<file path="config.mk">
export PLATFORM = sky130hd
export DESIGN_NAME = touch_hold_repeat_classifier_core
export DESIGN_NICKNAME = d
export VERILOG_FILES = /design/src/sv/thrc_pkg.sv /design/src/sv/touch_hold_repeat_classifier_core.sv
export SDC_FILE = /design/constraint.sdc
export NUM_CORES = 1
export LEC_CHECK = 0
export ABC_AREA = 0
export BUFFER_PORTS_ARGS = -buffer_cell sky130_fd_sc_hd__buf_2
export CORE_MARGIN = 5
export CORE_UTILIZATION = 40
export CTS_CLUSTER_DIAMETER = 30
export DETAILED_ROUTE_END_ITERATION = 10
export GPL_ROUTABILITY_DRIVEN = 0
export PLACE_DENSITY = 0.67
export REMOVE_ABC_BUFFERS = 1
export SLEW_MARGIN = 20
export SYNTH_ARGS = -nofsm -noshare
export SYNTH_HDL_FRONTEND = slang
export SYNTH_SLANG_ARGS = --single-unit
</file>
<file path="constraint.sdc">
create_clock -name clk -period 15 [get_ports clk]
set_clock_uncertainty 0.1 [all_clocks]
set_input_delay 0 -clock clk [delete_from_list [all_inputs] [get_ports clk]]
set_output_delay 0 -clock clk [all_outputs]
set_load 0.01 [all_outputs]
</file>
<file path="src/sv/thrc_pkg.sv">
// Shared types and constants for the touch hold/repeat classifier.
`timescale 1ns / 1ps

package thrc_pkg;

    localparam int unsigned COORD_W   = 16;
    localparam int unsigned COUNT_W   = 16;
    localparam int unsigned PCOUNT_W  = 4;
    localparam int unsigned CFG_IDX_W = 2;

    // Hold counter restarts at one once it would pass this value
    localparam logic [COUNT_W-1:0] COUNT_WRAP = 16'd64999;

    localparam logic [COUNT_W-1:0] DOWN_DELAY_RST    = 16'd2;
    localparam logic [COUNT_W-1:0] HOLD_DELAY_RST    = 16'd25;
    localparam logic [COUNT_W-1:0] REPEAT_PERIOD_RST = 16'd5;

    localparam logic [CFG_IDX_W-1:0] REG_DOWN_DELAY    = 2'd0;
    localparam logic [CFG_IDX_W-1:0] REG_HOLD_DELAY    = 2'd1;
    localparam logic [CFG_IDX_W-1:0] REG_REPEAT_PERIOD = 2'd2;

    typedef enum logic [2:0] {
        EV_DOWN      = 3'd0,
        EV_HOLD      = 3'd1,
        EV_REPEAT    = 3'd2,
        EV_UP_BEFORE = 3'd3,
        EV_UP_AFTER  = 3'd4,
        EV_NONE      = 3'd7
    } event_kind_t;

    typedef struct packed {
        logic [2:0]         kind;
        logic [COORD_W-1:0] x;
        logic [COORD_W-1:0] y;
    } result_t;

endpackage

</file>
<file path="src/sv/touch_hold_repeat_classifier_core.sv">
// Touch poll classifier: DOWN / HOLD / REPEAT / release events from poll ticks.
// A tick's event goes to the output register, or to the skid entry while out_stall holds.
// One tick per cycle with the skid entry empty; per-tick work is 16-bit compares, increments.
// Output register plus one skid entry: input stalls only while the skid entry is occupied.
// Reset (rst_n, async, active low): counters and coordinates cleared, no stored event,
// registers back to down_delay 2, hold_delay 25, repeat_period 5, output empty.
`timescale 1ns / 1ps

module touch_hold_repeat_classifier_core (
    input  logic                              clk,
    input  logic                              rst_n,
    // poll tick channel
    input  logic                              in_valid,
    output logic                              in_stall,
    input  logic [thrc_pkg::PCOUNT_W-1:0]     point_count,
    input  logic [thrc_pkg::COORD_W-1:0]      touch_x,
    input  logic [thrc_pkg::COORD_W-1:0]      touch_y,
    // event channel
    output logic                              out_valid,
    input  logic                              out_stall,
    output logic [2:0]                        event_kind,
    output logic [thrc_pkg::COORD_W-1:0]      event_x,
    output logic [thrc_pkg::COORD_W-1:0]      event_y,
    // register write channel
    input  logic                              cfg_valid,
    output logic                              cfg_ready,
    input  logic [thrc_pkg::CFG_IDX_W-1:0]    cfg_index,
    input  logic [thrc_pkg::COUNT_W-1:0]      cfg_data
);

    logic [thrc_pkg::COUNT_W-1:0] down_delay_reg;
    logic [thrc_pkg::COUNT_W-1:0] hold_delay_reg;
    logic [thrc_pkg::COUNT_W-1:0] repeat_period_reg;

    logic [thrc_pkg::COUNT_W-1:0] hold_count_reg;
    logic [thrc_pkg::COUNT_W-1:0] hold_count_next;
    logic [thrc_pkg::COUNT_W-1:0] repeat_phase_reg;
    logic [thrc_pkg::COUNT_W-1:0] repeat_phase_next;
    thrc_pkg::event_kind_t        last_event_reg;
    thrc_pkg::event_kind_t        last_event_next;
    logic [thrc_pkg::COORD_W-1:0] last_x_reg;
    logic [thrc_pkg::COORD_W-1:0] last_x_next;
    logic [thrc_pkg::COORD_W-1:0] last_y_reg;
    logic [thrc_pkg::COORD_W-1:0] last_y_next;

    logic [thrc_pkg::COUNT_W:0]   count_inc;
    logic [thrc_pkg::COUNT_W-1:0] phase_inc;
    logic                         send;
    thrc_pkg::result_t            res;

    logic                         out_valid_reg;
    logic                         skid_valid_reg;
    thrc_pkg::result_t            out_reg;
    thrc_pkg::result_t            skid_reg;

    logic                         in_fire;
    logic                         out_free;

    assign cfg_ready = 1'b1;
    assign in_stall  = skid_valid_reg;
    assign in_fire   = in_valid && !skid_valid_reg;
    assign out_free  = !out_valid_reg || !out_stall;

    assign out_valid  = out_valid_reg;
    assign event_kind = out_reg.kind;
    assign event_x    = out_reg.x;
    assign event_y    = out_reg.y;

    // Register writes
    always_ff @(posedge clk or negedge rst_n)
    begin
        if (!rst_n)
        begin
            down_delay_reg    <= thrc_pkg::DOWN_DELAY_RST;
            hold_delay_reg    <= thrc_pkg::HOLD_DELAY_RST;
            repeat_period_reg <= thrc_pkg::REPEAT_PERIOD_RST;
        end
        else if (cfg_valid)
        begin
            case (cfg_index)
                thrc_pkg::REG_DOWN_DELAY:    down_delay_reg    <= cfg_data;
                thrc_pkg::REG_HOLD_DELAY:    hold_delay_reg    <= cfg_data;
                thrc_pkg::REG_REPEAT_PERIOD: repeat_period_reg <= cfg_data;
                default: ;
            endcase
        end
    end

    // Per-tick classification
    always_comb
    begin
        hold_count_next   = hold_count_reg;
        repeat_phase_next = repeat_phase_reg;
        last_event_next   = last_event_reg;
        last_x_next       = last_x_reg;
        last_y_next       = last_y_reg;
        send              = 1'b0;
        count_inc         = {1'b0, hold_count_reg} + 17'd1;
        phase_inc         = repeat_phase_reg + 16'd1;
        res.kind          = 3'(last_event_reg);
        res.x             = last_x_reg;
        res.y             = last_y_reg;

        if (point_count == 4'd1)
        begin
            last_x_next = touch_x;
            last_y_next = touch_y;
            if (count_inc > {1'b0, thrc_pkg::COUNT_WRAP})
            begin
                hold_count_next   = 16'd1;
                repeat_phase_next = 16'd1;
            end
            else
            begin
                hold_count_next   = count_inc[thrc_pkg::COUNT_W-1:0];
                repeat_phase_next = phase_inc;
            end
            // a zero period lands here every tick, same as a period of one
            if (repeat_phase_next >= repeat_period_reg)
                repeat_phase_next = '0;

            // rules apply in order; the last one that fires wins
            if (hold_count_next >= down_delay_reg && hold_count_next < hold_delay_reg)
            begin
                last_event_next = thrc_pkg::EV_DOWN;
                send            = 1'b1;
            end
            if (hold_count_next >= hold_delay_reg && last_event_next == thrc_pkg::EV_DOWN)
            begin
                last_event_next = thrc_pkg::EV_HOLD;
                send            = 1'b1;
            end
            if (repeat_phase_next == '0 &&
                (last_event_next == thrc_pkg::EV_HOLD ||
                 last_event_next == thrc_pkg::EV_REPEAT))
            begin
                last_event_next = thrc_pkg::EV_REPEAT;
                send            = 1'b1;
            end
            res.kind = 3'(last_event_next);
            res.x    = touch_x;
            res.y    = touch_y;
        end
        else if (point_count == 4'd0)
        begin
            case (last_event_reg)
                thrc_pkg::EV_DOWN:
                begin
                    last_event_next = thrc_pkg::EV_UP_BEFORE;
                    send            = 1'b1;
                end
                thrc_pkg::EV_HOLD, thrc_pkg::EV_REPEAT:
                begin
                    last_event_next = thrc_pkg::EV_UP_AFTER;
                    send            = 1'b1;
                end
                default: ;
            endcase
            // release reports the coordinates held from the last press
            res.kind          = 3'(last_event_next);
            hold_count_next   = '0;
            repeat_phase_next = '0;
            last_x_next       = '0;
            last_y_next       = '0;
        end
    end

    // State update on each tick transfer
    always_ff @(posedge clk or negedge rst_n)
    begin
        if (!rst_n)
        begin
            hold_count_reg   <= '0;
            repeat_phase_reg <= '0;
            last_event_reg   <= thrc_pkg::EV_NONE;
            last_x_reg       <= '0;
            last_y_reg       <= '0;
        end
        else if (in_fire)
        begin
            hold_count_reg   <= hold_count_next;
            repeat_phase_reg <= repeat_phase_next;
            last_event_reg   <= last_event_next;
            last_x_reg       <= last_x_next;
            last_y_reg       <= last_y_next;
        end
    end

    // Output register and skid entry: control
    always_ff @(posedge clk or negedge rst_n)
    begin
        if (!rst_n)
        begin
            out_valid_reg  <= 1'b0;
            skid_valid_reg <= 1'b0;
        end
        else if (out_free)
        begin
            if (skid_valid_reg)
            begin
                out_valid_reg  <= 1'b1;
                skid_valid_reg <= 1'b0;
            end
            else
                out_valid_reg <= in_fire && send;
        end
        else if (in_fire && send)
            skid_valid_reg <= 1'b1;
    end

    // Output register and skid entry: payload
    always_ff @(posedge clk)
    begin
        if (out_free)
        begin
            if (skid_valid_reg)
                out_reg <= skid_reg;
            else if (in_fire && send)
                out_reg <= res;
        end
        else if (in_fire && send)
            skid_reg <= res;
    end

endmodule
</file>
## Word level (Yosys, flattened, before mapping)

Index checks and enable logic that the tools add are counted.
Widths: inputs -> output; s select.

- Latch bits: 0
- Logic and storage cells: 88
- Memory bits (read-only): 0
- Flip-flop bits (word level): 187
- Memories: 0
- Memory bits (writable): 0
- Output and inout port bits: 38
- Bits of input ports: 59

- Reductions and logical operators: 26
- Multiplexer cells: 31
- Multiply operators: 0
- Magnitude comparators: 5
- Equal/unequal tests: 7
- Add/sub/neg operators: 2
- Divide/modulo/power cells: 0
- Shift operators: 0
- Bitwise gates (word level): 1

Operators with widths:

| kind | number |
|---|---|
| $mux 16 | 11 |
| $mux 35 | 2 |
| $ge 16x16->1 | 3 |
| $mux 32 | 1 |
| $mux 3 | 7 |
| $add 16x1->17 const B | 1 |
| $gt 17x16->1 const B | 1 |
| $add 16x1->16 const B | 1 |
| $logic_not 16->1 | 1 |
| $lt 16x16->1 | 1 |
| $reduce_and 2->1 | 6 |
| $mux 1 | 9 |
| $eq 3x1->1 const B | 2 |
| $eq 3x2->1 const B | 2 |
| $logic_not 3->1 | 2 |
| $pmux 3 s2 | 1 |
| $reduce_bool 2->1 | 3 |
| $logic_and 1x1->1 | 5 |
| $eq 4x1->1 const B | 1 |
| $logic_not 4->1 | 1 |
| $logic_not 1->1 | 3 |
| $reduce_or 3->1 | 1 |
| $eq 2x1->1 const B | 1 |
| $eq 2x2->1 const B | 1 |
| 4 further kinds | 5 |

## Longest topological paths before layout

Gate-level depths: netlist of run 1.

- Word-level depth: 20
- Gate-level depth with buffers: 21
- Depth with buffers taken out: 17

## Worst setup path after synthesis of run 1

No wires, ideal clock.

- Path kind: register -> register
- Start: reg hold_count_reg[0] (netlist bit)
- End: reg skid_reg[0] (netlist bit) (enable)
- Required time: 14.385 ns
- Buffers on the path: 4
- Setup time: 0.515 ns
- Path slack: 6.675 ns
- Arrival: 7.710 ns
- Stages on the path, launching flop included: 21
- Path through: dfrtp_1 -> ha_1 -> clkbuf_1 -> and3_1 -> clkbuf_1 -> nor4b_1 -> xor2_1 -> o211ai_1 -> a31oi_4 -> buf_2 -> buf_1 -> nor2_1 -> ha_1 -> a21o_1 -> a21o_1 -> a221oi_1 -> o21ai_0 -> or2_2 -> a21oi_1 -> a21oi_1 -> nor4_1

- Word-level cells in the longest chain between the ends: 19

Ends and longest elaborated chain:

| element | RTL line | RTL |
|---|---|---|
| start, declared | touch_hold_repeat_classifier_core.sv:35 | `logic [thrc_pkg::COUNT_W-1:0] hold_count_reg;` |
| start signal, assigned | touch_hold_repeat_classifier_core.sv:181 | `hold_count_reg <= hold_count_next;` |
| $add 16x1->17 * | touch_hold_repeat_classifier_core.sv:98 | `count_inc = {1'b0, hold_count_reg} + 17'd1;` |
| $gt 17x16->1 | touch_hold_repeat_classifier_core.sv:108 | `if (count_inc > {1'b0, thrc_pkg::COUNT_WRAP})` |
| $mux 16 | touch_hold_repeat_classifier_core.sv:108 |  |
| $mux 16 | touch_hold_repeat_classifier_core.sv:104 | `if (point_count == 4'd1)` |
| $ge 16x16->1 or $lt 16x16->1 (tied branches) | touch_hold_repeat_classifier_core.sv:123 | `if (hold_count_next >= down_delay_reg && hold_count_next < hold_delay_reg)` |
| $logic_and 1x1->1 | touch_hold_repeat_classifier_core.sv:123 |  |
| $mux 3 | touch_hold_repeat_classifier_core.sv:123 |  |
| $mux 3 | touch_hold_repeat_classifier_core.sv:104 |  |
| [3 not listed] | -- |  |
| $mux 3 | touch_hold_repeat_classifier_core.sv:104 |  |
| $eq 3x1->1 or $eq 3x2->1 (tied branches) | touch_hold_repeat_classifier_core.sv:134, touch_hold_repeat_classifier_core.sv:135 |  |
| $logic_or 1x1->1 | touch_hold_repeat_classifier_core.sv:134 | `(last_event_next == thrc_pkg::EV_HOLD \|\|` |
| $logic_and 1x1->1 | touch_hold_repeat_classifier_core.sv:133 | `if (repeat_phase_next == '0 &&` |
| $mux 1 * | touch_hold_repeat_classifier_core.sv:133 |  |
| $mux 1 * | touch_hold_repeat_classifier_core.sv:104 |  |
| $logic_and 1x1->1 * | touch_hold_repeat_classifier_core.sv:221 | `else if (in_fire && send)` |
| $reduce_and 2->1 (no line) * | -- |  |
| end signal, assigned | touch_hold_repeat_classifier_core.sv:222 | `skid_reg <= res;` |
| end, declared | touch_hold_repeat_classifier_core.sv:54 | `thrc_pkg::result_t skid_reg;` |

Mark *: on every way between the ends. The rest lies on a longest branch, timed or not. The select of a mux whose other input is x is not followed.
A chain may end at the register's enable or synchronous reset.

## Worst setup path after layout of run 1

- Start: reg hold_count_reg[0] (netlist bit)
- End: reg out_reg (netlist bit event_y[0]) (enable)

- Word-level cells in the longest chain between the ends: 20

Ends and longest elaborated chain:

| element | RTL line | RTL |
|---|---|---|
| $add 16x1->17 * | touch_hold_repeat_classifier_core.sv:98 |  |
| $gt 17x16->1 | touch_hold_repeat_classifier_core.sv:108 |  |
| $mux 16 | touch_hold_repeat_classifier_core.sv:108 |  |
| $mux 16 | touch_hold_repeat_classifier_core.sv:104 |  |
| $ge 16x16->1 or $lt 16x16->1 (tied branches) | touch_hold_repeat_classifier_core.sv:123 |  |
| $logic_and 1x1->1 | touch_hold_repeat_classifier_core.sv:123 |  |
| $mux 3 | touch_hold_repeat_classifier_core.sv:123 |  |
| $mux 3 | touch_hold_repeat_classifier_core.sv:104 |  |
| [4 not listed] | -- |  |
| $eq 3x1->1 or $eq 3x2->1 (tied branches) | touch_hold_repeat_classifier_core.sv:134, touch_hold_repeat_classifier_core.sv:135 |  |
| $logic_or 1x1->1 | touch_hold_repeat_classifier_core.sv:134 |  |
| $logic_and 1x1->1 | touch_hold_repeat_classifier_core.sv:133 |  |
| $mux 1 * | touch_hold_repeat_classifier_core.sv:133 |  |
| $mux 1 * | touch_hold_repeat_classifier_core.sv:104 |  |
| $logic_and 1x1->1 * | touch_hold_repeat_classifier_core.sv:218 | `else if (in_fire && send)` |
| $reduce_bool 2->1 (no line) * | -- |  |
| $reduce_and 2->1 (no line) * | -- |  |
| end signal, assigned | touch_hold_repeat_classifier_core.sv:217 | `out_reg <= skid_reg;` |
| end signal, assigned | touch_hold_repeat_classifier_core.sv:219 | `out_reg <= res;` |
| end, declared | touch_hold_repeat_classifier_core.sv:53 | `thrc_pkg::result_t out_reg;` |

Marked as above.

==> impl_metrics.json, run 1 <==
{
  "use_met3_pct": 2.42,
  "hold_path.class": "input pin to flip-flop",
  "layout-drive-gt1-share_pct": 20.7,
  "synth_area_leaders": "dfrtp_1 (27%), edfxtp_1 (21%), nand2_1 (7.6%)",
  "critical_path_buf_inv_count": 3,
  "crit_slowest_cell": "dfrtp_1",
  "diodes": 0,
  "largest_reg_flops": 35,
  "rsz0062_at_grt": "no",
  "detail-route-antenna-nets": 0,
  "wl_per_cell_um": 16.3,
  "grt_max_degree": 69,
  "ys.warnings.count": 0,
  "ir_drop_uv": 73.6,
  "arrival_ns": 5.88,
  "postCtsSetupBuffers": 0,
  "status": "finished, final reports clean",
  "finalSetupViolCount": 0,
  "num_io_pins": 97,
  "synth_top_family_by_area": "simple AND/OR/NAND/NOR gates",
  "met2_usage_pct": 26.8,
  "port_buffers": 95,
  "synth_xor_area_share_pct": 2.15,
  "h-tree-depth": 4,
  "synth_ff_type": "dfrtp_1",
  "critPathMaxStageDelay_ns": 0.48,
  "route.detailed.drc": 0,
  "vias": 7804,
  "syn-cell-area_um2": 10200,
  "p_leak_nw": 5.44,
  "final_hold_viol_count": 0,
  "netlist.top_cell.by_area": "dfrtp_1",
  "muxShareOfSynthArea_pct": 7.29,
  "drt-initial-drc-count": 533,
  "synth_fa_ha_area_share_pct": 6.37,
  "cts_tree": "done",
  "drtPass1Iterations": 5,
  "met1_usage_pct": 24.2,
  "grt_antenna_before_repair": 0,
  "yosysSeqAreaShare_pct": 49.5,
  "viasPerCell": 5.25,
  "post_cts_resize_count": 0,
  "grt_pass1_wl_mm": 39.4,
  "grt_overflow_total": 0,
  "avgSynthCellArea_um2": 9.90,
  "worstSetupPathType": "flip-flop to flip-flop",
  "synth_cell_types": 73,
  "post-route-period-util_pct": 39.3,
  "path_cells": "inv_1 -> ha_1 -> or3_1 -> o211ai_1 -> o2111ai_1 -> a221o_2 -> a31oi_4 -> buf_4 -> nor2_1 -> ha_1 -> a21o_1 -> a21o_1 -> a221oi_1 -> o21ai_0 -> or2_2 -> a21oi_1 -> nand2_2 -> a221oi_4 -> buf_4",
  "die_y_um": 170,
  "tns_ns": 0,
  "tightest_slew_ns": 0.981,
  "cts_sinks": 187,
  "rows": 58,
  "die_w_um": 170,
  "netlist_instances": 1028,
  "cp_max_fo": 40,
  "clkLatencyLatePin_ns": 0.44,
  "cts_buffers": 17,
  "holdWs_ns": 0.0197,
  "wirelength_mm": 24.2,
  "max_slew_margin_pct": 34.6,
  "yosys.area_share.simple_pct": 18.6,
  "drv_slew": 0,
  "synth_compound_area_share_pct": 11.1,
  "drv_cap": 0,
  "root_buffer": "clkbuf_16",
  "dp_hpwl_mm": 16.2,
  "cts_max_path_buffers": 2,
  "cts.reportedPaths.clkPinSlew_ns": 0.08,
  "grt_usage_pct": 16.9,
  "fill_cells": 2303,
  "initial_core_util_pct": 40.5,
  "grt_pass1_vias": 7504,
  "grt_busiest_layer": "met2",
  "cp.required_ns": 14.98,
  "synthArstFlopShare_pct": 62.6,
  "cp-end-kind": "flip-flop",
  "design.core.area_um2": 25100,
  "cp_top_family": "compound AO/OA/AOI/OAI gates",
  "syn2layout_area_growth_pct": 18.2,
  "die_area_um2": 28700,
  "synth.top_cell.area_share_pct": 26.5,
  "synth_seq_cells": 187,
  "fin_nets": 1253,
  "synth_edf_count": 70,
  "fmax_mhz": 169,
  "finalCriticalPeriod_ns": 5.90,
  "p_per_area_nw_per_um2": 109,
  "postCtsHoldBufs": 52,
  "worst_setup_path_start_kind": "flip-flop"
}
-- area by class of cell --
class                           count  area (µm²)  share of cell area, %
Clock buffer                       18         429                   3.57
Inverter                           58         218                   1.81
Sequential cell                   187        5040                   41.9
Multi-Input combinational cell    722        4670                   38.8
Timing Repair Buffer              157        1070                   8.92
Clock inverter                     14         194                   1.61
Tap cell                          330         413                   3.43
-- power by group --
part / switching (mW) / total, mW / internal, mW
logic: 0.118 / 0.215 / 0.0974
registers: 0.0297 / 0.614 / 0.584
clock network: 0.221 / 0.478 / 0.257
total: 0.369 / 1.31 / 0.938
-- worst paths after layout --
| path | cells after the start | startpoint | to | slack (ns) |
|---|---|---|---|---|
| worst min register to register | 2 | last_x_reg[5] | last_x_reg[5] | 0.37 |
| worst max register to register | 19 | hold_count_reg[0] | event_y[0] | 9.10 |
| worst max-delay path | 19 | hold_count_reg[0] | event_y[0] | 9.10 |
| max in group asynchronous | 3 | rst_n | in_stall | 13.42 |
| min in group asynchronous | 2 | rst_n | hold_delay_reg[12] | 0.13 |
| worst min-delay path | 5 | cfg_index[0] | down_delay_reg[3] | 0.02 |
-- cells in the final DEF (no fill, tap or decap), drive strengths merged, types with 6 or more instances in the layout --
cell type,count
buf,105
ha,51
clkbuf,18
or3,8
nand4,13
a21o,17
o211ai,7
and3b,6
a211oi,12
nand2b,7
xnor2,12
mux2,65
nand3,58
dfrtp,108
dlygate4sd3,52
a21oi,29
nor4,6
dfstp,9
o21a,8
edfxtp,70
inv,66
nand2,207
o31ai,12
o21ai,58
nor2,58
xor2,13
nor3,15
-- through the flow --
step | util, % | setup slack, ns | cell area, µm² | total power, mW | cells
floorplan | - | 6.73 | 9890 | 0.758 | 967
global placement | 43.4 | 9.30 | 10900 | 0.819 | 1402
detailed placement | 43.4 | 9.16 | 10900 | 0.827 | 1402
CTS | 47.9 | 9.15 | 12000 | 1.32 | 1486
global route | 47.9 | 8.77 | 12000 | 1.37 | 1486
finish | 47.9 | 9.10 | 12000 | 1.31 | 1486
-- layer usage --
metal  up-vias  part of all wire, %
li1       3823                    -
met1      3722                   47
met2       231                   46
met3        28                  5.6
met4         0                  1.5
met5         -                    0
-- cell families (layout without fill, tap and decap cells) --
group / after synthesis / count (layout)
flops: 187 / 187
mux: 66 / 66
xor+xnor: 25 / 25
buf+inv: 119 / 247
other cells: 1 / 1
fa+ha+maj: 52 / 52
simple gates: 410 / 410
compound gates: 168 / 168
-- worst min-delay path: stages --
cell,delay [ns]
buf_2,0.10
nor3b_2,0.04
buf_4,0.22
nand2_1,0.09
o21ai_0,0.07
-- synth_stat cells (3+ instances only) --
cell	number
dfstp_2	9
o31ai_2	3
nor2b_1	5
dfrtp_1	108
nor3_1	14
xnor2_1	12
xor2_1	13
nand4_1	12
or2_2	4
o31ai_1	9
nor2_1	58
buf_2	7
mux2_2	65
o21a_1	8
o21ai_0	58
or3_1	6
nand2b_1	7
a21o_1	16
clkbuf_1	45
a211oi_1	12
nor3b_1	5
nand3_1	58
and3_1	4
nor4_1	6
a21oi_1	29
nand3b_1	3
ha_1	51
nand2_1	205
edfxtp_1	70
and4_1	3
inv_1	58
and3b_1	6
o211ai_1	7
No activity file was read; power rests on OpenSTA's default activity.
==> run 2: changes to the inputs <==
- clock period: 15 -> 5.5 ns (I/O delays scaled with it)
==> run 2 against run 1 <==
Via count rose by 1.3%. Fmax grew 14%. Design area rose by 1.0%. Worst hold slack got worse by 0.0090 ns. Sequential cell count is the same. Clock power grew to 2.6 times the previous value. Sequential share of layout area is 0.41 points lower. Register-to-register slack worse by 8.8 ns. Critical path type unchanged.
==> impl_metrics.json, run 2 (synthesized netlist as in run 1, its figures left out) <==
{
  "fill_cells": 2330,
  "multiInputGateArea_um2": 4690,
  "critical_path_buf_inv_count": 4,
  "drtPass1Iterations": 5,
  "clkLatencyLatePin_ns": 0.45,
  "worst_setup_path_start_kind": "flip-flop",
  "initial_core_util_pct": 40.5,
  "internal_power_mw": 2.47,
  "swShare_pct": 29.4,
  "hold_path.class": "input pin to flip-flop",
  "use_met3_pct": 3.63,
  "dp_hpwl_mm": 16.7,
  "status": "finished, final reports clean",
  "placed_cell_area_um2": 10900,
  "cp_top_family": "compound AO/OA/AOI/OAI gates",
  "p_per_area_nw_per_um2": 288,
  "arrival_ns": 5.21,
  "detail-route-antenna-nets": 0,
  "cts_tree": "done",
  "rows": 58,
  "post-route-period-util_pct": 93.9,
  "drv_slew": 0,
  "final_common_cell": "nand2_1",
  "p_seq_share_pct": 47.8,
  "met1_usage_pct": 25.7,
  "crit_slowest_cell": "a2111oi_1",
  "grt_overflow_total": 0,
  "cts.reportedPaths.clkPinSlew_ns": 0.08,
  "path_cells": "inv_1 -> ha_1 -> or3_1 -> o211ai_1 -> o2111ai_1 -> a221o_2 -> a31oi_4 -> buf_4 -> nor2_1 -> ha_1 -> nand4_1 -> a2111oi_1 -> a211oi_2 -> or2_2 -> a21oi_2 -> a21oi_1 -> nor4_4 -> buf_4 -> buf_6",
  "viasPerCell": 5.29,
  "final_hold_viol_count": 0,
  "p_leak_nw": 5.48,
  "cp-end-kind": "flip-flop",
  "power_frac_comb_pct": 16.9,
  "grt_busiest_layer": "met2",
  "ir_drop_uv": 173,
  "die_y_um": 170,
  "pwr-share-clk_pct": 35.2,
  "p_sw_mw": 1.03,
  "max_slew_margin_pct": 35.5,
  "finalSetupViolCount": 0,
  "root_buffer": "clkbuf_16",
  "grt_max_degree": 60,
  "diodes": 0,
  "worstSetupPathType": "flip-flop to flip-flop",
  "fin_nets": 1262,
  "grt_usage_pct": 17.5,
  "cp.required_ns": 5.55,
  "cts_buffers": 17,
  "vias": 7903,
  "cp_max_fo": 17,
  "tns_ns": 0,
  "grt_pass1_vias": 7607,
  "grt_pass1_wl_mm": 40.3,
  "syn2layout_area_growth_pct": 19.4,
  "cts_max_path_buffers": 2,
  "num_io_pins": 97,
  "cts_sinks": 187,
  "holdWs_ns": 0.0108,
  "layout_common_cells": "nand2_1 (203), dfrtp_1 (106), buf_2 (94), edfxtp_1 (70), mux2_2 (65)",
  "design.core.area_um2": 25100,
  "rsz0062_at_grt": "no",
  "wl_per_cell_um": 16.8,
  "drt-initial-drc-count": 718,
  "port_buffers": 95,
  "grt_antenna_before_repair": 0,
  "fin_area_um2": 12200,
  "critPathMaxStageDelay_ns": 0.45,
  "final_util_pct": 48.4,
  "die_area_um2": 28700,
  "wirelength_mm": 25.2,
  "layout-drive-gt1-share_pct": 21.5,
  "ff_latch_area_um2": 5040,
  "fmax_mhz": 194,
  "drv_cap": 0,
  "met2_usage_pct": 26.9,
  "largest_reg_flops": 35,
  "h-tree-depth": 4,
  "finalCriticalPeriod_ns": 5.17,
  "die_w_um": 170,
  "route.detailed.drc": 0,
  "tightest_slew_ns": 0.960
}
[run 2: worst reg2reg max path: stages (launching register included)]
cell       delay (ns)
dfrtp_2          0.43
inv_1            0.09
ha_1             0.34
or3_1            0.31
o211ai_1         0.19
o2111ai_1        0.13
a221o_2          0.35
a31oi_4          0.14
buf_4            0.19
nor2_1           0.09
ha_1             0.33
nand4_1          0.13
a2111oi_1        0.45
a211oi_2         0.19
or2_2            0.38
a21oi_2          0.20
a21oi_1          0.15
nor4_4           0.32
buf_4            0.17
buf_6            0.21
[run 2: worst paths after layout]
check                                  start            endpoint  cells past startpoint  slack (ns)
min reg2reg                   last_y_reg[12]      last_y_reg[12]                      2        0.37
max                        hold_count_reg[0]        skid_reg[18]                     19        0.33
min                             cfg_index[0]   down_delay_reg[5]                      4        0.01
min in group asynchronous              rst_n  hold_delay_reg[14]                      2        0.11
max in group asynchronous              rst_n            in_stall                      3        3.88
max reg2reg                hold_count_reg[0]        skid_reg[18]                     19        0.33
[run 2: cell type report]
class,count,share of cell area [%]
clock buffers,17,3.50
clock inverters,15,1.45
inverters,58,1.79
well taps,330,3.40
multi-input cells,722,38.6
flip-flops and latches,187,41.5
repair buffers,166,9.79
[run 2: repair_timing]
action | in CTS | in global routing
gates resized for setup | 0 | 8
hold endpoints to repair | 201 | 0
endpoints found under the setup margin | 0 | 70
hold buffers | 55 | 0
setup buffers | 0 | 1
[run 2: through the flow]
step / setup WS [ns] / std cells / total power, mW
global placement: 0.362 / 1406 / 2.23
global route: 0.00327 / 1495 / 3.69
detailed placement: 0.318 / 1406 / 2.26
CTS: 0.299 / 1493 / 3.52
finish: 0.334 / 1495 / 3.50
floorplan: -2.77 / 967 / 2.07
[run 2: layer usage]
| layer | wire [µm] | up-vias |
|---|---|---|
| met1 | 11900 | 3780 |
| met2 | 11400 | 255 |
| met4 | 185 | 0 |
| li1 | - | 3850 |
| met5 | 0 | - |
| met3 | 1680 | 18 |
[run 2: power groups by stage]
stage                     logic [mW]  clock network (mW)  registers (mW)
after CTS                      0.590                1.26            1.68
after global placement         0.537                   0            1.70
after floorplan                0.381                   0            1.69
after detailed placement       0.553                   0            1.70
after global routing           0.672                1.33            1.69
final                          0.593                1.23            1.68
